## src/sv/sdi_pkg.sv

```systemverilog
package sdi_pkg;

  localparam int CharW = 8;
  localparam int ValueW = 32;
  localparam int ProdW = ValueW + 3;

  // Magnitude saturates one above the largest negative magnitude.
  localparam logic [ValueW-1:0] MagCap = 32'h8000_0001;
  localparam logic [ValueW-1:0] NegMax = 32'h8000_0000;
  localparam logic [ValueW-1:0] PosMax = 32'h7FFF_FFFF;

  localparam logic [CharW-1:0] ChTerm  = 8'd0;
  localparam logic [CharW-1:0] ChSpace = 8'd32;
  localparam logic [CharW-1:0] ChTab   = 8'd9;
  localparam logic [CharW-1:0] ChCr    = 8'd13;
  localparam logic [CharW-1:0] ChZero  = 8'd48;
  localparam logic [CharW-1:0] ChNine  = 8'd57;
  localparam logic [CharW-1:0] ChPlus  = 8'd43;
  localparam logic [CharW-1:0] ChMinus = 8'd45;

  typedef enum logic [1:0] {
    PH_LEAD  = 2'd0,
    PH_DIGIT = 2'd1,
    PH_TRAIL = 2'd2,
    PH_ERR   = 2'd3
  } phase_t;

  typedef struct packed {
    logic             valid;
    logic [CharW-1:0] code;
  } char_stage_t;

  function automatic logic is_space(input logic [CharW-1:0] c);
    return (c == ChSpace) || ((c >= ChTab) && (c <= ChCr));
  endfunction

  function automatic logic is_digit(input logic [CharW-1:0] c);
    return (c >= ChZero) && (c <= ChNine);
  endfunction

endpackage

```

## src/sv/sdi_char_if.sv

```systemverilog
interface sdi_char_if;
  import sdi_pkg::*;

  logic             valid;
  logic             ready;
  logic [CharW-1:0] char_code;

  modport source (output valid, output char_code, input ready);
  modport sink (input valid, input char_code, output ready);
endinterface

```

## src/sv/sdi_result_if.sv

```systemverilog
interface sdi_result_if;
  import sdi_pkg::*;

  logic                     valid;
  logic                     ready;
  logic signed [ValueW-1:0] value;
  logic                     error;

  modport source (output valid, output value, output error, input ready);
  modport sink (input valid, input value, input error, output ready);
endinterface

```

## src/sv/sdi_in_stage.sv

```systemverilog
module sdi_in_stage (
  input  logic                clk,
  input  logic                rst,
  sdi_char_if.sink            chars,
  input  logic                consume,
  output sdi_pkg::char_stage_t stage
);
  import sdi_pkg::*;

  logic             valid;
  logic [CharW-1:0] code;

  // The register can take a new item whenever its current one moves on.
  assign chars.ready = !valid || consume;

  always_ff @(posedge clk) begin
    if (rst) begin
      valid <= 1'b0;
    end else if (chars.ready) begin
      valid <= chars.valid;
    end
  end

  always_ff @(posedge clk) begin
    if (chars.valid && chars.ready) begin
      code <= chars.char_code;
    end
  end

  assign stage.valid = valid;
  assign stage.code  = code;
endmodule

```

## src/sv/sdi_parse.sv

```systemverilog
module sdi_parse (
  input  logic                clk,
  input  logic                rst,
  input  sdi_pkg::char_stage_t stage,
  output logic                consume,
  sdi_result_if.source        results
);
  import sdi_pkg::*;

  phase_t              phase;
  phase_t              phase_next;
  logic                negative;
  logic                negative_next;
  logic [ValueW-1:0]   magnitude;
  logic [ValueW-1:0]   magnitude_next;
  logic                out_valid;
  logic [ValueW-1:0]   out_value;
  logic                out_error;

  logic                is_term;
  logic                out_free;
  logic                c_space;
  logic                c_digit;
  logic                c_sign;
  logic [ProdW-1:0]    prod;
  logic [ValueW-1:0]   mag_digit;
  logic                term_error;
  logic [ValueW-1:0]   term_value;

  assign is_term  = (stage.code == ChTerm);
  assign out_free = !out_valid || results.ready;
  // Only a terminator has to wait for room in the result register.
  assign consume  = stage.valid && (!is_term || out_free);

  assign c_space = is_space(stage.code);
  assign c_digit = is_digit(stage.code);
  assign c_sign  = (stage.code == ChPlus) || (stage.code == ChMinus);

  // Times ten as two shifts and an add, then the saturation cap.
  assign prod = ({3'b000, magnitude} << 3) + ({3'b000, magnitude} << 1)
              + ProdW'(stage.code - ChZero);
  assign mag_digit = (prod > ProdW'(MagCap)) ? MagCap : prod[ValueW-1:0];

  assign term_error = (phase == PH_ERR)
                   || (negative ? (magnitude > NegMax) : (magnitude > PosMax));
  assign term_value = term_error ? '0
                    : (negative ? (~magnitude + 1'b1) : magnitude);

  always_comb begin
    phase_next     = phase;
    negative_next  = negative;
    magnitude_next = magnitude;
    if (is_term) begin
      phase_next     = PH_LEAD;
      negative_next  = 1'b0;
      magnitude_next = '0;
    end else begin
      case (phase)
        PH_LEAD: begin
          if (c_space) begin
            phase_next = PH_LEAD;
          end else if (c_sign) begin
            negative_next = (stage.code == ChMinus);
            phase_next    = PH_DIGIT;
          end else if (c_digit) begin
            magnitude_next = mag_digit;
            phase_next     = PH_DIGIT;
          end else begin
            phase_next = PH_ERR;
          end
        end
        PH_DIGIT: begin
          if (c_digit) begin
            magnitude_next = mag_digit;
          end else if (c_space) begin
            phase_next = PH_TRAIL;
          end else begin
            phase_next = PH_ERR;
          end
        end
        PH_TRAIL: begin
          if (!c_space) begin
            phase_next = PH_ERR;
          end
        end
        default: begin
          phase_next = phase;
        end
      endcase
    end
  end

  always_ff @(posedge clk) begin
    if (rst) begin
      phase     <= PH_LEAD;
      negative  <= 1'b0;
      magnitude <= '0;
    end else if (consume) begin
      phase     <= phase_next;
      negative  <= negative_next;
      magnitude <= magnitude_next;
    end
  end

  always_ff @(posedge clk) begin
    if (rst) begin
      out_valid <= 1'b0;
    end else if (consume && is_term) begin
      out_valid <= 1'b1;
    end else if (results.ready) begin
      out_valid <= 1'b0;
    end
  end

  always_ff @(posedge clk) begin
    if (consume && is_term) begin
      out_value <= term_value;
      out_error <= term_error;
    end
  end

  assign results.valid = out_valid;
  assign results.value = out_value;
  assign results.error = out_error;
endmodule

```

## src/sv/strict_decimal_to_int32_unit.sv

```systemverilog
// Channel   Direction  Payload                          Handshake
// chars     in         char_code[7:0]                   valid/ready
// results   out        value[31:0] signed, error        valid/ready
//
// Each item waits in the input register until the parser takes it, and the parser updates
// its state as it takes the item. A string terminator's result is registered when the
// parser takes the terminator; other items give none. Reset is synchronous and empties
// both registers. One item is taken per cycle unless a terminator awaits a stalled result.
// A stalled result holds back only a terminator, and the items queued behind it.
module strict_decimal_to_int32_unit (
  input logic          clk,
  input logic          rst,
  sdi_char_if.sink     chars,
  sdi_result_if.source results
);
  import sdi_pkg::*;

  char_stage_t stage;
  logic        consume;

  sdi_in_stage u_in_stage (
    .clk     (clk),
    .rst     (rst),
    .chars   (chars),
    .consume (consume),
    .stage   (stage)
  );

  sdi_parse u_parse (
    .clk     (clk),
    .rst     (rst),
    .stage   (stage),
    .consume (consume),
    .results (results)
  );
endmodule

```

## src/flat_wrapper.sv

```systemverilog
// flat-port wrapper written by rule: the top's interface ports become plain ports
module strict_decimal_to_int32_unit_flat import sdi_pkg::*;
  (clk, rst, chars_valid, chars_char_code, chars_ready, results_valid, results_value, results_error, results_ready);
  sdi_char_if chars_i ();
  sdi_result_if results_i ();
  input logic clk;
  input logic rst;
  input wire logic [$bits(chars_i.valid)-1:0] chars_valid;
  input wire logic [$bits(chars_i.char_code)-1:0] chars_char_code;
  output wire logic [$bits(chars_i.ready)-1:0] chars_ready;
  output wire logic [$bits(results_i.valid)-1:0] results_valid;
  output wire logic [$bits(results_i.value)-1:0] results_value;
  output wire logic [$bits(results_i.error)-1:0] results_error;
  input wire logic [$bits(results_i.ready)-1:0] results_ready;
  assign chars_i.valid = chars_valid;
  assign chars_i.char_code = chars_char_code;
  assign chars_ready = chars_i.ready;
  assign results_valid = results_i.valid;
  assign results_value = results_i.value;
  assign results_error = results_i.error;
  assign results_i.ready = results_ready;
  strict_decimal_to_int32_unit u_core (.clk(clk), .rst(rst), .chars(chars_i), .results(results_i));
endmodule
```

## config.mk

```make
export PLATFORM = sky130hd
export DESIGN_NAME = strict_decimal_to_int32_unit_flat
export DESIGN_NICKNAME = d
export VERILOG_FILES = /design/src/sv/sdi_pkg.sv /design/src/sv/sdi_char_if.sv /design/src/sv/sdi_result_if.sv /design/src/sv/sdi_in_stage.sv /design/src/sv/sdi_parse.sv /design/src/sv/strict_decimal_to_int32_unit.sv /design/src/flat_wrapper.sv
export SDC_FILE = /design/constraint.sdc
export NUM_CORES = 1
export LEC_CHECK = 0
export ABC_AREA = 1
export BUFFER_PORTS_ARGS = -buffer_cell sky130_fd_sc_hd__buf_2
export CAP_MARGIN = 5
export CORE_ASPECT_RATIO = 0.6
export CORE_MARGIN = 5
export CORE_UTILIZATION = 25
export DETAILED_ROUTE_END_ITERATION = 12
export SLEW_MARGIN = 20
export SYNTH_ARGS = -nofsm -noshare
export SYNTH_HDL_FRONTEND = slang
export SYNTH_SLANG_ARGS = --single-unit
```

## constraint.sdc

```tcl
create_clock -name clk -period 5.2 [get_ports clk]
set_input_delay 1.3 -clock clk [delete_from_list [all_inputs] [get_ports clk]]
set_output_delay 1.3 -clock clk [all_outputs]
set_load 0.02 [all_outputs]
```

==> results.cfg <==
[outcome]
outcome = completed

[clock_tree]
cts_buffers = 9
cts_tree = done
cts-root-buf = clkbuf_16
cts_buffer_depth = 2
path_clk_slew_ns = 0.06
cts_setup_buffers = 0
numClockSinks = 78
cts_resized = 0
htree_levels = 3
clock_latency_ns = 0.34
cts_hold_buf = 0

[timing]
fin_tns_setup_ns = 0
setup_viol_count_final = 0
timing_hold_violations_final = 0
slew_violations = 0
min_period_over_period = 0.8544
worst_pin_slew_ns = 0.9855
worst_clock_skew_ns = 0.007761
slew_headroom = 0.3414
fmax_mhz = 225.1
grt_setup_unrepaired = no
fin_crit_ns = 4.443

[worst_setup_path]
cp_data_arrival_time_ns = 4.63
crit_family = simple AND/OR/NAND/NOR gates
path_buf_inv = 1
crit_type = flop to flop
endpoint_kind = flop
cp_slowest_cell = fa_1
reg2reg_slack_ns = 0.76
worstPathCellList = ha_1, nor2_2, buf_12, fa_1, ha_1, nand2_1, nor2_1, nand3_1, nand3_1, nand2_1, nand3_1, nand2_1, nor2_1, nand2_1, nor2_1, nand3_1, nand2_2, nand3_1, nand2_1, a21oi_1
critPathMaxFanout = 31
required_ns = 5.38
max_stage_delay_ns = 0.49
worstSetupStartpointType = flop

[power]
power_density_mw_per_mm2 = 187.0
power.leakage_nw = 3.883
ir_drop_v = 0.0001112

[synth]
syn-mean-instance-area_um2 = 6.972
syn_area_mm2 = 0.007237
yosysTopAreaCell = edfxtp_1
ys.flop_type = edfxtp_1
synth_mux_area_frac = 0
ys_seq_elements = 78
synth_top_cells_by_count = nand2_1 (306), nor2_1 (139), inv_1 (137)
async_flop_share = 0
synth_fp_nets = 1125
synth.top_cells.by_area = edfxtp_1 (17%), nand2_1 (16%), dfxtp_1 (10%), fa_1 (8.6%), ha_1 (7.6%)
yosysSeqAreaShare = 0.2725
synth_edf_count = 41
synthSimpleGateAreaFrac = 0.3475
synthCells = 1038
ys_warn_count = 0
synth-xor-area-share = 0.04720
synthAdderAreaFrac = 0.1618
synth_cell_types = 37
yosys.area.top_type_share = 0.1701
synth_compound_area_frac = 0.07452
synth_top_family_by_area = simple AND/OR/NAND/NOR gates
synth_most_common_cell = nand2_1

[drt]
top_layer_used = met4
vias_per_cell = 4.634
wl_per_cell_um = 13.55
met2_wirelength_mm = 6.813
drc_errors = 0
ant_nets = 0
met1_length_mm = 10.84
wl_met3_mm = 1.931
dr.pass1.iters = 5
drt-total-wl_mm = 19.72
drtIter0Drc = 684
vias = 6742

[global_routing]
grt_max_degree = 38
grt_first_pass_wirelength_mm = 32.00
grt_usage = 0.1210
grt_pass1_vias = 5954
grt_remaining_overflow = 0
antenna_found_initial = 0

[floorplan]
die_area_mm2 = 0.03256
core_mm2 = 0.02865
die_h_um = 141.8
dieWidth_um = 229.7
boundaryPins = 47
num_rows = 48
start_util = 0.2526

[cells_and_area]
area_delta_synth_final_pct = 12.21
fin_util = 0.2835
final_layout_size_suffix_gt1_frac = 0.1065
antenna_cells = 0
fin_area_mm2 = 0.008120
fin_nets = 1162

[run]
max_cap_viol_count = 0

[min_path]
hold_class = flop to flop

[place]
dp_hpwl_mm = 16.54
globalplace.congestion = 0.9165
port_buffers = 46
dpl_cell_area_mm2 = 0.007828
[path summary, 6_finish.rpt]
| kind | start | to | cells after the start |
|---|---|---|---|
| setup reg to reg | u_core.u_in_stage.code[5]$_DFFE_PP_ | u_core.u_parse.magnitude[0]$_SDFFE_PP0P_ | 20 |
| hold / removal | u_core.u_parse.phase[0]$_SDFFE_PP0P_ | u_core.u_parse.phase[0]$_SDFFE_PP0P_ | 2 |
| hold reg to reg | u_core.u_parse.phase[0]$_SDFFE_PP0P_ | u_core.u_parse.phase[0]$_SDFFE_PP0P_ | 2 |
| setup / recovery | u_core.u_in_stage.code[5]$_DFFE_PP_ | u_core.u_parse.magnitude[0]$_SDFFE_PP0P_ | 20 |
[cells in the final DEF (no fill, tap or decap), drive strengths merged]
| master | netlist | final |
|---|---|---|
| a211oi | 2 | 2 |
| or2 | 2 | 2 |
| a31oi | 5 | 5 |
| fa | 31 | 31 |
| dfxtp | 37 | 37 |
| nor2b | 1 | 1 |
| nor3 | 12 | 12 |
| nand3 | 70 | 70 |
| nand2 | 310 | 310 |
| o32ai | 1 | 1 |
| nor4 | 2 | 2 |
| nand3b | 4 | 4 |
| ha | 44 | 44 |
| edfxtp | 41 | 41 |
| nand4 | 31 | 31 |
| a21oi | 63 | 63 |
| xnor2 | 13 | 13 |
| o21bai | 1 | 1 |
| nor2 | 148 | 148 |
| o21ai | 24 | 24 |
| clkinvlp | 0 | 1 |
| clkbuf | 6 | 14 |
| xor2 | 26 | 26 |
| inv | 147 | 148 |
| buf | 17 | 49 |
[layer usage]
metal  vias to the layer above  global-route usage
li1                       3391                   -
met1                      3097              0.2043
met2                       244              0.1473
met3                        10             0.03100
met4                         0             0.02213
met5                         -                   0
[sequential cells by signal (all words and copies together), names as in the netlist]
name	flops
u_core.u_in_stage.code	8
u_core.u_parse.magnitude	32
u_core.u_in_stage.valid	1
u_core.u_parse.results.error	1
u_core.u_parse.negative	1
u_core.u_parse.phase	2
u_core.u_parse.results.value	32
u_core.u_parse.results.valid	1
[cell type report]
class                      instances  area [um^2]
sequential                        78         1972
fill                            3108        20530
clock buffer                      14        279.0
clock inverter                     2        13.76
inverter                         147        551.8
multi-input combinational        790         4569
tap                              375        469.2
timing repair buffer              49        265.3
[worst register-to-register path, delay by kind of cell, from the launching register on]
kind            cells  cell delay (ns)
simple gates       15             2.38
compound gates      1             0.06
buf+inv             1             0.24
fa+ha+maj           3             1.17
flops               1             0.43
[kinds of logic (layout without fill, tap and decap cells)]
logic type               after synthesis  after routing
adder cells (fa/ha/maj)               75             75
AND/OR/NAND/NOR                      580            580
flip-flops                            78             78
XOR/XNOR                              39             39
AO/OA/AOI/OAI                         96             96
buffers and inverters                170            212
[power breakdown]
| part | internal [mW] | switching, mW |
|---|---|---|
| logic | 0.0759 | 0.170 |
| clock network | 0.371 | 0.239 |
| registers | 0.652 | 0.00966 |
| total | 1.10 | 0.420 |
[through the flow]
step | hold slack, ns | power, mW | setup slack (ns) | cells
2_1_floorplan | 0.4752 | 0.8547 | 0.4684 | 1038
3_3_place_gp | 0.4997 | 0.9136 | 0.8531 | 1439
3_5_place_dp | 0.5018 | 0.9140 | 0.8453 | 1439
4_1_cts | 0.5066 | 1.532 | 0.8118 | 1455
5_1_grt | 0.5519 | 1.590 | 0.3887 | 1455
6_report | 0.5066 | 1.519 | 0.7574 | 1455
Note: power is estimated with default switching activity, not from simulation.
